--- config.mk ---
export PLATFORM = sky130hd
export DESIGN_NAME = sorted_table_binary_search
export DESIGN_NICKNAME = d
export VERILOG_FILES = /design/src/rtl/stbs_pkg.sv /design/src/rtl/stbs_table.sv /design/src/rtl/sorted_table_binary_search.sv
export SDC_FILE = /design/constraint.sdc
export NUM_CORES = 1
export LEC_CHECK = 0
export ABC_CLOCK_PERIOD_IN_PS = 9350
export BUFFER_PORTS_ARGS = -buffer_cell sky130_fd_sc_hd__buf_2
export CAP_MARGIN = 25
export CORE_ASPECT_RATIO = 1.1
export CORE_MARGIN = 3
export CORE_UTILIZATION = 35
export CTS_CLUSTER_DIAMETER = 40
export DETAILED_ROUTE_END_ITERATION = 10
export GPL_ROUTABILITY_DRIVEN = 0
export RECOVER_POWER = 25
export REMOVE_ABC_BUFFERS = 1
export SYNTH_ARGS = -nofsm -noshare
export SYNTH_HDL_FRONTEND = slang
export SYNTH_SLANG_ARGS = --single-unit
--- constraint.sdc ---
create_clock -name aclk -period 9.35 [get_ports aclk]
set_input_delay 0.935 -clock aclk [delete_from_list [all_inputs] [get_ports aclk]]
set_output_delay 0.935 -clock aclk [all_outputs]
set_load 0.02 [all_outputs]
--- src/rtl/stbs_pkg.sv ---
// Shared constants, types and helpers for the sorted table binary search block.
package stbs_pkg;

    localparam int TABLE_DEPTH = 16;
    localparam int IDX_W       = $clog2(TABLE_DEPTH);
    localparam int CNT_W       = $clog2(TABLE_DEPTH + 1);
    localparam int VALUE_W     = 32;
    localparam int POS_W       = 4;
    localparam int OUT_DATA_W  = 8;

    localparam logic CMD_LOAD   = 1'b0;
    localparam logic CMD_SEARCH = 1'b1;

    typedef logic signed [VALUE_W-1:0] value_t;
    typedef logic [IDX_W-1:0]          idx_t;
    typedef logic [CNT_W-1:0]          cnt_t;
    typedef logic [POS_W-1:0]          pos_t;

    typedef struct packed {
        logic   en;
        idx_t   addr;
        value_t data;
    } tbl_wr_t;

    function automatic pos_t to_pos(input idx_t idx);
        logic [IDX_W+POS_W-1:0] ext;
        begin
            ext = {{POS_W{1'b0}}, idx};
            return ext[POS_W-1:0];
        end
    endfunction

endpackage

--- src/rtl/stbs_table.sv ---
// Table storage with one write port and one registered read port.
module stbs_table (
    input  logic                   aclk,
    input  stbs_pkg::tbl_wr_t      wr,
    input  stbs_pkg::idx_t         rd_addr,
    output stbs_pkg::value_t       rd_data
);

    stbs_pkg::value_t mem [stbs_pkg::TABLE_DEPTH];
    stbs_pkg::value_t rd_data_reg;

    always_ff @(posedge aclk) begin
        if (wr.en) begin
            mem[wr.addr] <= wr.data;
        end
        rd_data_reg <= mem[rd_addr];
    end

    assign rd_data = rd_data_reg;

endmodule

--- src/rtl/sorted_table_binary_search.sv ---
// Top level of the sorted table binary search block.
// Load beats (tuser low) append signed values to a table of TABLE_DEPTH entries; loads past
// a full table are dropped. A load beat with tlast set closes the set and, when the set holds
// more than one entry, runs a bubble sort through the single read port of the table. The next
// load starts a new set. A search beat (tuser high) runs a binary search with one shared
// signed comparator: at most log2(TABLE_DEPTH)+1 probes, each an issue and a compare state,
// then the result is posted from the done state, which holds while an earlier result still
// waits on the output. The input is not ready while a sort or a search is in progress.
module sorted_table_binary_search (
    input  logic                                aclk,
    input  logic                                aresetn,
    input  logic                                s_tvalid,
    output logic                                s_tready,
    input  logic [stbs_pkg::VALUE_W-1:0]        s_tdata,   // value
    input  logic                                s_tuser,   // cmd
    input  logic                                s_tlast,   // last
    output logic                                m_tvalid,
    input  logic                                m_tready,
    output logic [stbs_pkg::OUT_DATA_W-1:0]     m_tdata    // found, position
);

    localparam logic [2:0] ST_IDLE       = 3'd0;
    localparam logic [2:0] ST_SORT_START = 3'd1;
    localparam logic [2:0] ST_SORT_FIRST = 3'd2;
    localparam logic [2:0] ST_SORT_CMP   = 3'd3;
    localparam logic [2:0] ST_SORT_END   = 3'd4;
    localparam logic [2:0] ST_SRCH_ISSUE = 3'd5;
    localparam logic [2:0] ST_SRCH_CMP   = 3'd6;
    localparam logic [2:0] ST_SRCH_DONE  = 3'd7;

    logic [2:0]          state_reg, state_next;
    stbs_pkg::cnt_t      fill_reg, fill_next;
    logic                closed_reg, closed_next;
    stbs_pkg::cnt_t      pass_end_reg, pass_end_next;
    stbs_pkg::idx_t      k_reg, k_next;
    stbs_pkg::value_t    operand_reg, operand_next;
    stbs_pkg::cnt_t      lo_reg, lo_next;
    stbs_pkg::cnt_t      hip1_reg, hip1_next;
    stbs_pkg::idx_t      mid_reg, mid_next;
    logic                found_reg, found_next;
    stbs_pkg::pos_t      pos_reg, pos_next;
    logic                m_valid_reg, m_valid_next;
    logic                m_found_reg, m_found_next;
    stbs_pkg::pos_t      m_pos_reg, m_pos_next;

    stbs_pkg::tbl_wr_t   tbl_wr;
    stbs_pkg::idx_t      rd_addr;
    stbs_pkg::value_t    rd_data;

    logic                in_beat;
    logic                out_free;
    logic                op_gt;
    logic                op_lt;
    stbs_pkg::cnt_t      eff_fill;
    stbs_pkg::cnt_t      new_fill;
    stbs_pkg::cnt_t      k_ext;
    logic [stbs_pkg::CNT_W:0] mid_sum;
    stbs_pkg::cnt_t      mid_full;

    stbs_table u_table (
        .aclk    (aclk),
        .wr      (tbl_wr),
        .rd_addr (rd_addr),
        .rd_data (rd_data)
    );

    assign s_tready = (state_reg == ST_IDLE);
    assign in_beat  = s_tvalid && s_tready;
    assign out_free = !m_valid_reg || m_tready;

    // The one comparator serves both the sort and the search.
    assign op_gt = operand_reg > rd_data;
    assign op_lt = operand_reg < rd_data;

    assign eff_fill = closed_reg ? '0 : fill_reg;
    assign new_fill = (eff_fill < stbs_pkg::cnt_t'(stbs_pkg::TABLE_DEPTH)) ?
                      eff_fill + stbs_pkg::cnt_t'(1) : eff_fill;
    assign k_ext    = stbs_pkg::cnt_t'(k_reg);
    assign mid_sum  = {1'b0, lo_reg} + {1'b0, hip1_reg} - (stbs_pkg::CNT_W + 1)'(1);
    assign mid_full = mid_sum[stbs_pkg::CNT_W:1];

    always_comb begin
        state_next    = state_reg;
        fill_next     = fill_reg;
        closed_next   = closed_reg;
        pass_end_next = pass_end_reg;
        k_next        = k_reg;
        operand_next  = operand_reg;
        lo_next       = lo_reg;
        hip1_next     = hip1_reg;
        mid_next      = mid_reg;
        found_next    = found_reg;
        pos_next      = pos_reg;
        m_valid_next  = m_valid_reg && !m_tready;
        m_found_next  = m_found_reg;
        m_pos_next    = m_pos_reg;
        tbl_wr.en     = 1'b0;
        tbl_wr.addr   = eff_fill[stbs_pkg::IDX_W-1:0];
        tbl_wr.data   = s_tdata;
        rd_addr       = '0;

        unique case (state_reg)
            ST_IDLE: begin
                if (in_beat) begin
                    if (s_tuser == stbs_pkg::CMD_LOAD) begin
                        tbl_wr.en = (eff_fill < stbs_pkg::cnt_t'(stbs_pkg::TABLE_DEPTH));
                        fill_next = new_fill;
                        closed_next = s_tlast;
                        pass_end_next = new_fill;
                        if (s_tlast && (new_fill > stbs_pkg::cnt_t'(1))) begin
                            state_next = ST_SORT_START;
                        end
                    end else begin
                        operand_next = s_tdata;
                        lo_next      = '0;
                        hip1_next    = fill_reg;
                        state_next   = ST_SRCH_ISSUE;
                    end
                end
            end
            ST_SORT_START: begin
                rd_addr    = '0;
                state_next = ST_SORT_FIRST;
            end
            ST_SORT_FIRST: begin
                operand_next = rd_data;
                rd_addr      = stbs_pkg::idx_t'(1);
                k_next       = '0;
                state_next   = ST_SORT_CMP;
            end
            ST_SORT_CMP: begin
                // The smaller value settles at k, the larger one moves on.
                tbl_wr.en    = 1'b1;
                tbl_wr.addr  = k_reg;
                tbl_wr.data  = op_gt ? rd_data : operand_reg;
                operand_next = op_gt ? operand_reg : rd_data;
                rd_addr      = k_reg + stbs_pkg::idx_t'(2);
                if (k_ext + stbs_pkg::cnt_t'(2) < pass_end_reg) begin
                    k_next = k_reg + stbs_pkg::idx_t'(1);
                end else begin
                    state_next = ST_SORT_END;
                end
            end
            ST_SORT_END: begin
                tbl_wr.en     = 1'b1;
                tbl_wr.addr   = stbs_pkg::idx_t'(pass_end_reg - stbs_pkg::cnt_t'(1));
                tbl_wr.data   = operand_reg;
                pass_end_next = pass_end_reg - stbs_pkg::cnt_t'(1);
                if (pass_end_reg > stbs_pkg::cnt_t'(2)) begin
                    state_next = ST_SORT_START;
                end else begin
                    state_next = ST_IDLE;
                end
            end
            ST_SRCH_ISSUE: begin
                rd_addr  = mid_full[stbs_pkg::IDX_W-1:0];
                mid_next = mid_full[stbs_pkg::IDX_W-1:0];
                if (lo_reg < hip1_reg) begin
                    state_next = ST_SRCH_CMP;
                end else begin
                    found_next = 1'b0;
                    pos_next   = '0;
                    state_next = ST_SRCH_DONE;
                end
            end
            ST_SRCH_CMP: begin
                if (op_lt) begin
                    hip1_next  = stbs_pkg::cnt_t'(mid_reg);
                    state_next = ST_SRCH_ISSUE;
                end else if (op_gt) begin
                    lo_next    = stbs_pkg::cnt_t'(mid_reg) + stbs_pkg::cnt_t'(1);
                    state_next = ST_SRCH_ISSUE;
                end else begin
                    found_next = 1'b1;
                    pos_next   = stbs_pkg::to_pos(mid_reg);
                    state_next = ST_SRCH_DONE;
                end
            end
            ST_SRCH_DONE: begin
                if (out_free) begin
                    m_valid_next = 1'b1;
                    m_found_next = found_reg;
                    m_pos_next   = pos_reg;
                    state_next   = ST_IDLE;
                end
            end
            default: begin
                state_next = ST_IDLE;
            end
        endcase
    end

    always_ff @(posedge aclk) begin
        if (!aresetn) begin
            state_reg   <= ST_IDLE;
            fill_reg    <= '0;
            closed_reg  <= 1'b0;
            m_valid_reg <= 1'b0;
        end else begin
            state_reg   <= state_next;
            fill_reg    <= fill_next;
            closed_reg  <= closed_next;
            m_valid_reg <= m_valid_next;
        end
    end

    always_ff @(posedge aclk) begin
        pass_end_reg <= pass_end_next;
        k_reg        <= k_next;
        operand_reg  <= operand_next;
        lo_reg       <= lo_next;
        hip1_reg     <= hip1_next;
        mid_reg      <= mid_next;
        found_reg    <= found_next;
        pos_reg      <= pos_next;
        m_found_reg  <= m_found_next;
        m_pos_reg    <= m_pos_next;
    end

    assign m_tvalid = m_valid_reg;
    assign m_tdata  = {{(stbs_pkg::OUT_DATA_W - stbs_pkg::POS_W - 1){1'b0}},
                       m_pos_reg, m_found_reg};

`ifndef SYNTHESIS
    a_fill_bound: assert property (@(posedge aclk) disable iff (!aresetn)
        fill_reg <= stbs_pkg::cnt_t'(stbs_pkg::TABLE_DEPTH))
        else $error("Fill count exceeds the table depth.");

    a_sort_range: assert property (@(posedge aclk) disable iff (!aresetn)
        (state_reg == ST_SORT_CMP) |-> (k_ext + stbs_pkg::cnt_t'(1) < pass_end_reg))
        else $error("Sort compare runs past the end of the pass.");

    a_result_source: assert property (@(posedge aclk) disable iff (!aresetn)
        $rose(m_valid_reg) |-> ($past(state_reg) == ST_SRCH_DONE))
        else $error("Result beat appeared without a finished search.");
`endif

endmodule
==> results of run 1 <==
## how the worst max path moves through the flow
stage / endpoint / slack (ps) / cells after the start
floorplan: u_table.rd_data[0]$_DFF_P_ / 1160 / 7
detailed placement: u_table.rd_data[13]$_DFF_P_ / 4690 / 10
global route: u_table.rd_data[12]$_DFF_P_ / 2240 / 10
CTS: u_table.rd_data[13]$_DFF_P_ / 4700 / 10
finish: u_table.rd_data[7]$_DFF_P_ / 2830 / 10
global placement: u_table.rd_data[12]$_DFF_P_ / 4880 / 9
## cell type report
type	count	area [um2]	area share (%)
diodes	1	2.50	0.00817
clock buffers	100	2320	7.57
clock inverters	60	748	2.44
inverters	60	225	0.736
multi-input cells	1172	7450	24.3
flip-flops and latches	619	18200	59.3
well taps	954	1190	3.90
repair buffers	78	513	1.68
## Yosys cell counts (3+ instances only)
master,count
sky130_fd_sc_hd__edfxtp_1,577
sky130_fd_sc_hd__nand2_1,315
sky130_fd_sc_hd__a211oi_1,162
sky130_fd_sc_hd__and2_1,110
sky130_fd_sc_hd__a21oi_1,86
sky130_fd_sc_hd__clkbuf_1,77
sky130_fd_sc_hd__a31oi_1,68
sky130_fd_sc_hd__a311oi_1,65
sky130_fd_sc_hd__inv_1,59
sky130_fd_sc_hd__ha_1,52
sky130_fd_sc_hd__o21ai_0,45
sky130_fd_sc_hd__dfxtp_1,42
sky130_fd_sc_hd__nor2_1,42
sky130_fd_sc_hd__and3_1,35
sky130_fd_sc_hd__a221o_1,31
sky130_fd_sc_hd__buf_2,30
sky130_fd_sc_hd__and2_0,29
sky130_fd_sc_hd__buf_4,18
sky130_fd_sc_hd__a21o_1,13
sky130_fd_sc_hd__nand3_1,13
sky130_fd_sc_hd__nand2b_1,10
sky130_fd_sc_hd__xnor2_1,9
sky130_fd_sc_hd__buf_6,8
sky130_fd_sc_hd__nor3_1,7
sky130_fd_sc_hd__nand4_1,6
sky130_fd_sc_hd__nor2b_1,6
sky130_fd_sc_hd__a21boi_0,5
sky130_fd_sc_hd__xor2_1,5
sky130_fd_sc_hd__o21a_1,4
sky130_fd_sc_hd__clkbuf_2,3
## stage by stage
| step | util (%) | cells | total power (uW) |
|---|---|---|---|
| floorplan | - | 1851 | 5560 |
| global placement | 37.3 | 2880 | 6270 |
| detailed placement | 37.3 | 2881 | 6350 |
| CTS | 41.4 | 3041 | 9760 |
| global route | 41.4 | 3043 | 10200 |
| finish | 41.4 | 3044 | 9720 |
## per-layer routing
layer	vias up	global-route usage (%)	share of wire (%)
met4	2	6.05	3.3
li1	7633	-	-
met1	8441	24.2	45
met5	-	0	0.027
met3	146	2.97	6.0
met2	591	26.4	45
## kinds of logic after synthesis
logic type | count (synthesis)
xor+xnor | 14
compound gates | 507
flops | 619
mux | 3
fa+ha+maj | 53
simple gates | 592
buf+inv | 198
other cells | 1
## where the power goes
| part | internal (uW) | total, uW | switching (uW) |
|---|---|---|---|
| Combinational | 693 | 2390 | 1700 |
| Sequential | 3780 | 3930 | 158 |
| Clock | 2120 | 3390 | 1280 |
| Total | 6580 | 9720 | 3130 |
## placed cells by master, fill, tap and decap left out, types with 52 or more instances in the layout
master | synthesis | routed
sky130_fd_sc_hd__ha_1 | 52 | 52
sky130_fd_sc_hd__a21oi_1 | 86 | 86
sky130_fd_sc_hd__a31oi_1 | 68 | 68
sky130_fd_sc_hd__a311oi_1 | 65 | 65
sky130_fd_sc_hd__edfxtp_1 | 577 | 577
sky130_fd_sc_hd__and2_1 | 110 | 102
sky130_fd_sc_hd__clkbuf_16 | 0 | 88
sky130_fd_sc_hd__nand2_1 | 315 | 314
sky130_fd_sc_hd__inv_1 | 59 | 60
sky130_fd_sc_hd__a211oi_1 | 162 | 162
==> qor.csv, run 1 <==
metric,value,unit
dominant_combinational_cell_family_by_area_after_synthesis,compound AO/OA/AOI/OAI gates,
clock_tree_sinks,619,
worst_hold_launch,pos_reg[0]$_SDFFCE_PN0P_,
synthAdderAreaFrac,2.54,%
wl_per_cell,22.2,um
worst_path_most_repeated_cell,sky130_fd_sc_hd__a21oi_1,
clkTransAtPathRegs,60,ps
cts-buffers-inserted,85,
rsz0062_at_grt,no,
io-pin-count,48,
synth_sequential_area_ratio,68.8,%
postSynth.topFlopCell,sky130_fd_sc_hd__edfxtp_1,
hold_path_depth,0,
number_of_enable_type_register_cells_in_the_synthesized_netlist,577,
reg2reg_from,state_reg[2]$_SDFFE_PN0P_,
detail_route.drc_violations,0,
finalSetupViolations,0,
cts.path.max_buffers,3,
power_density,317,mW/mm2
yosysWarningCount,0,
antenna_violating_nets_post_route,0,
fin_skew,41.6,ps
vdd_drop_max,0.153,mV
fp.dieArea,0.0787,mm2
critical_path_peak_fanout,194,
timing.slew.headroom,-110,%
std_cell_core_area,0.0739,mm2
grt_pass1_vias,16400,
start_util,35.7,%
die_w,268,um
grt_overflow_total,0,
cp-startpoint,state_reg[2]$_SDFFE_PN0P_,
grt_pass1_wl,101,mm
die-height,294,um
crit_path_top_delay_cell,sky130_fd_sc_hd__clkbuf_1,
largest_register_ffs,512,
fin_nets,2107,
placement.setup.worst_slack,4690,ps
setup.worst_path.start_class,flip-flop,
ys_async_sr_fraction,0,%
nFillCells,6771,
totalWireLength,67.6,mm
ctsResizeCount,0,
layout-drive-gt1-share,12.3,%
crit_required,9900,ps
level_count_of_the_clock_h_tree,3,
holdPathEnd,m_pos_reg[0]$_DFFE_PP_,
worst_hold_path_type,flip-flop to flip-flop,
tightest_slew,3150,ps
worstReg2RegEnd,u_table.rd_data[7]$_DFF_P_,
critical_path_arrival,7060,ps
layout_worst_path_cycle_share,69.7,%
synth-seq-cells,619,
worst_setup_path_end_kind,flip-flop,
synthesis.area_per_instance,13.3,um2
netlist_area,0.0264,mm2
routed_via_density,5.52,
stdcell_area,0.0306,mm2
clock_tree.root_cell,sky130_fd_sc_hd__clkbuf_16,
grt_antenna_before_repair,6,
cts.repair_timing.setup_buffer_count,0,
drt-initial-drc-count,1644,
worstRegToRegCells,10,
hold_buffers,0,
synthesized_area_fraction_occupied_by_and_or_nand_nor_cells,10.9,%
timing.reg2reg.setup_slack,2830,ps
synth.area.top_cells,"sky130_fd_sc_hd__edfxtp_1, sky130_fd_sc_hd__a211oi_1, sky130_fd_sc_hd__nand2_1",
flow.area_growth_from_synthesis,16.0,%
critical_path.cell_chain,"nand2b_2, clkbuf_1, nor2_1, a22oi_2, buf_4, buf_12, a211oi_1, a311oi_1, a21oi_1, a21oi_1",
fin_hold_ws,417,ps
synth-compound-area-share,13.7,%
yosys-mux-area-fraction,0.119,%
power_leakage,0.0105,uW
setup.worst_path.class,flip-flop to flip-flop,
timing_hold_violations_final,0,
placed_area,0.0276,mm2
run_status,finished with violations,
path_delay_family,buffers and inverters,
place_hpwl,33.6,mm
io_buffers,44,
crit_buf_inv,3,
drtPass1Iterations,5,
timing.setup.tns,0,ps
clock.fmax,153,MHz
synth_cell_types,75,
timing.critical_path.slowest_cell_delay,2200,ps
finalWorstPathRequiredPeriod,6520,ps
yosysTopAreaCellShare,65.7,%
cts_tree,built,
post_synth_inst_count,1987,
layout_setup_ws,2830,ps
clock_insertion_delay_worst_skew,640,ps
grt.total_usage,17.0,%
maxSlewViolCount,155,
maxCapViolations,4,
synth-xor-area-share,0.465,%
num_rows,104,
grt_start_max_net_pins,195,
failed_checks,"max-capacitance violations, max-slew violations",
detailroute.via_count,16800,
synth_top_area_cell,sky130_fd_sc_hd__edfxtp_1,
No activity file was read; power rests on OpenSTA's default activity.
==> run 2: changes to the inputs <==
- ABC_CLOCK_PERIOD_IN_PS: 9350 -> 6300
- clock period: 9.35 -> 6.3 ns (I/O delays scaled with it)
==> qor.csv, run 2 (synthesis gave the netlist of run 1 again) <==
metric,value,unit,change
run_status,finished with violations,,
failed_checks,"max-capacitance violations, max-slew violations",,
setup.worst_path.start_class,flip-flop,,
grt_pass1_wl,101,mm,-0.61%
p_sw_share,32.5,%,+0.23 points
layout-drive-gt1-share,12.5,%,+0.29 points
critical_path_arrival,5340,ps,-1720 ps
detail_route.drc_violations,0,,unchanged
start_util,35.7,%,unchanged
fin_skew,33.7,ps,-7.95 ps
worstRegToRegCells,9,,-1
grt_antenna_before_repair,1,,-5
stdcell_area,0.0308,mm2,+0.58%
clock_tree.root_cell,sky130_fd_sc_hd__clkbuf_16,,
antenna_cells,0,,-1
rsz0062_at_grt,no,,
detailroute.via_count,16700,,-0.40%
vdd_drop_max,0.277,mV,+81%
multi_input_area,0.00744,mm2,-0.10%
grtUsageMet1,22.5,%,-1.7 points
die_w,268,um,unchanged
worst_hold_launch,s_tdata[4],,
timing_hold_violations_final,0,,unchanged
antenna_violating_nets_post_route,0,,unchanged
place_hpwl,37.3,mm,+11%
global_route.peak_usage_layer,met2,,
clkTransAtPathRegs,60,ps,about the same
largest_register_ffs,512,,unchanged
drtPass1Iterations,5,,unchanged
power_density,473,mW/mm2,+49%
finalWorstPathRequiredPeriod,5030,ps,-1480 ps
hold_buffers,0,,unchanged
maxCapViolations,1,,-3
comb_power_share,24.9,%,+0.3 points
gr-usage-met2,26.6,%,+0.16 points
fin_nets,2111,,+0.19%
top_library_cells_by_usage_in_the_layout_fill_and_taps_aside,"sky130_fd_sc_hd__edfxtp_1, sky130_fd_sc_hd__nand2_1, sky130_fd_sc_hd__a211oi_1, sky130_fd_sc_hd__and2_1, sky130_fd_sc_hd__clkbuf_16",,
seq_power_share,40.1,%,-0.4 points
setup.worst_path.class,flip-flop to flip-flop,,
level_count_of_the_clock_h_tree,3,,unchanged
totalWireLength,66.5,mm,-1.6%
timing.reg2reg.setup_slack,1270,ps,-1570 ps
globalRouteMet3Util,3.75,%,+0.78 points
ctsResizeCount,0,,unchanged
fin_hold_ws,290,ps,-127 ps
hold_path_depth,3,,+3
io-pin-count,48,,unchanged
fp.dieArea,0.0787,mm2,unchanged
tightest_slew,1640,ps,-1510 ps
flow.area_growth_from_synthesis,16.7,%,
power_report.internal_total,9830,uW,+49%
clock_insertion_delay_worst_skew,630,ps,about the same
reg2reg_from,operand_reg[15]$_DFFE_PP_,,
p_switching,4730,uW,+51%
worst_setup_path_end_kind,flip-flop,,
worstReg2RegEnd,u_table.mem[15][24]$_DFFE_PP_,,
holdPathEnd,operand_reg[4]$_DFFE_PP_,,
timing.slew.headroom,-9.74,%,+100 points
num_rows,104,,unchanged
grt_start_max_net_pins,188,,-3.6%
power_frac_clock,35.1,%,+0.2 points
std_cell_core_area,0.0739,mm2,unchanged
layout.area.seq,0.0182,mm2,unchanged
routed_via_density,5.49,,-0.60%
grt.total_usage,16.8,%,-0.26 points
grt_overflow_total,0,,unchanged
clock.fmax,199,MHz,+29%
wl_per_cell,21.8,um,-1.8%
power_leakage,0.0106,uW,+0.81%
cts_tree,built,,
grt_pass1_vias,16500,,+1.0%
maxSlewViolCount,43,,-72%
drt-initial-drc-count,1464,,-11%
placed_area,0.0277,mm2,+0.54%
layout_setup_ws,1270,ps,-1570 ps
post-route-util,41.7,%,+0.24 points
layout_worst_path_cycle_share,79.9,%,+10 points
worst_hold_path_type,primary input to flip-flop,,
leading_cell_type_in_the_layout_fill_and_taps_excluded,sky130_fd_sc_hd__edfxtp_1,,
die-height,294,um,unchanged
nFillCells,6711,,-0.89%
clock_tree_sinks,619,,unchanged
cts.path.max_buffers,3,,unchanged
finalSetupViolations,0,,unchanged
crit_required,6610,ps,-3290 ps
critical_path_peak_fanout,25,,-87%
cts-buffers-inserted,89,,+4.7%
placement.setup.worst_slack,1940,ps,-2740 ps
io_buffers,44,,unchanged
cts.repair_timing.setup_buffer_count,0,,unchanged
run 2: worst max path at each step:
| stage | startpoint | endpoint | slack [ps] | depth (start not counted) |
|---|---|---|---|---|
| 5_1_grt | state_reg[0]$_SDFFE_PN0P_ | u_table.mem[15][24]$_DFFE_PP_ | 1090 | 7 |
| 3_5_place_dp | state_reg[0]$_SDFFE_PN0P_ | u_table.rd_data[19]$_DFF_P_ | 1940 | 8 |
| 6_report | operand_reg[15]$_DFFE_PP_ | u_table.mem[15][24]$_DFFE_PP_ | 1270 | 9 |
| 2_1_floorplan | state_reg[2]$_SDFFE_PN0P_ | u_table.rd_data[0]$_DFF_P_ | -1890 | 7 |
| 3_3_place_gp | state_reg[0]$_SDFFE_PN0P_ | u_table.mem[8][15]$_DFFE_PP_ | 1940 | 6 |
| 4_1_cts | state_reg[0]$_SDFFE_PN0P_ | u_table.rd_data[19]$_DFF_P_ | 1950 | 8 |
run 2: power groups by stage:
stage               clock network (uW)  logic, uW  registers, uW
detailed placement                   0       3610           5910
CTS                               5190       3630           5840
floorplan                            0       2420           5830
global placement                     0       3470           5910
global route                      5370       4000           5880
finish                            5110       3620           5840
run 2: cell type report:
class	count	area share (%)
multi-input cells	1172	24.2
well taps	954	3.88
clock inverters	65	2.51
flip-flops and latches	619	59.0
repair buffers	78	2.09
clock buffers	102	7.63
inverters	60	0.731
run 2: stage by stage:
stage	instances	power [uW]	TNS, ps
after CTS	3049	14700	0
after global placement	2875	9380	0
final	3050	14600	0
after global routing	3050	15300	0
after floorplan	1851	8250	-60580
after detailed placement	2882	9520	0
run 2: routing by layer:
metal | part of all wire, % | vias up
met5 | 0 | -
met4 | 3.2 | 0
met3 | 7.1 | 131
met2 | 46 | 602
met1 | 43 | 8391
li1 | - | 7621
run 2: critical path, cell delays in order (launching register included):
cell	delay (ps)
sky130_fd_sc_hd__edfxtp_1	410
sky130_fd_sc_hd__ha_1	330
sky130_fd_sc_hd__nand4_1	280
sky130_fd_sc_hd__nor3_1	870
sky130_fd_sc_hd__nand3_2	350
sky130_fd_sc_hd__and3_1	290
sky130_fd_sc_hd__and2_2	200
sky130_fd_sc_hd__nor3_1	750
sky130_fd_sc_hd__buf_4	540
sky130_fd_sc_hd__a221o_1	680
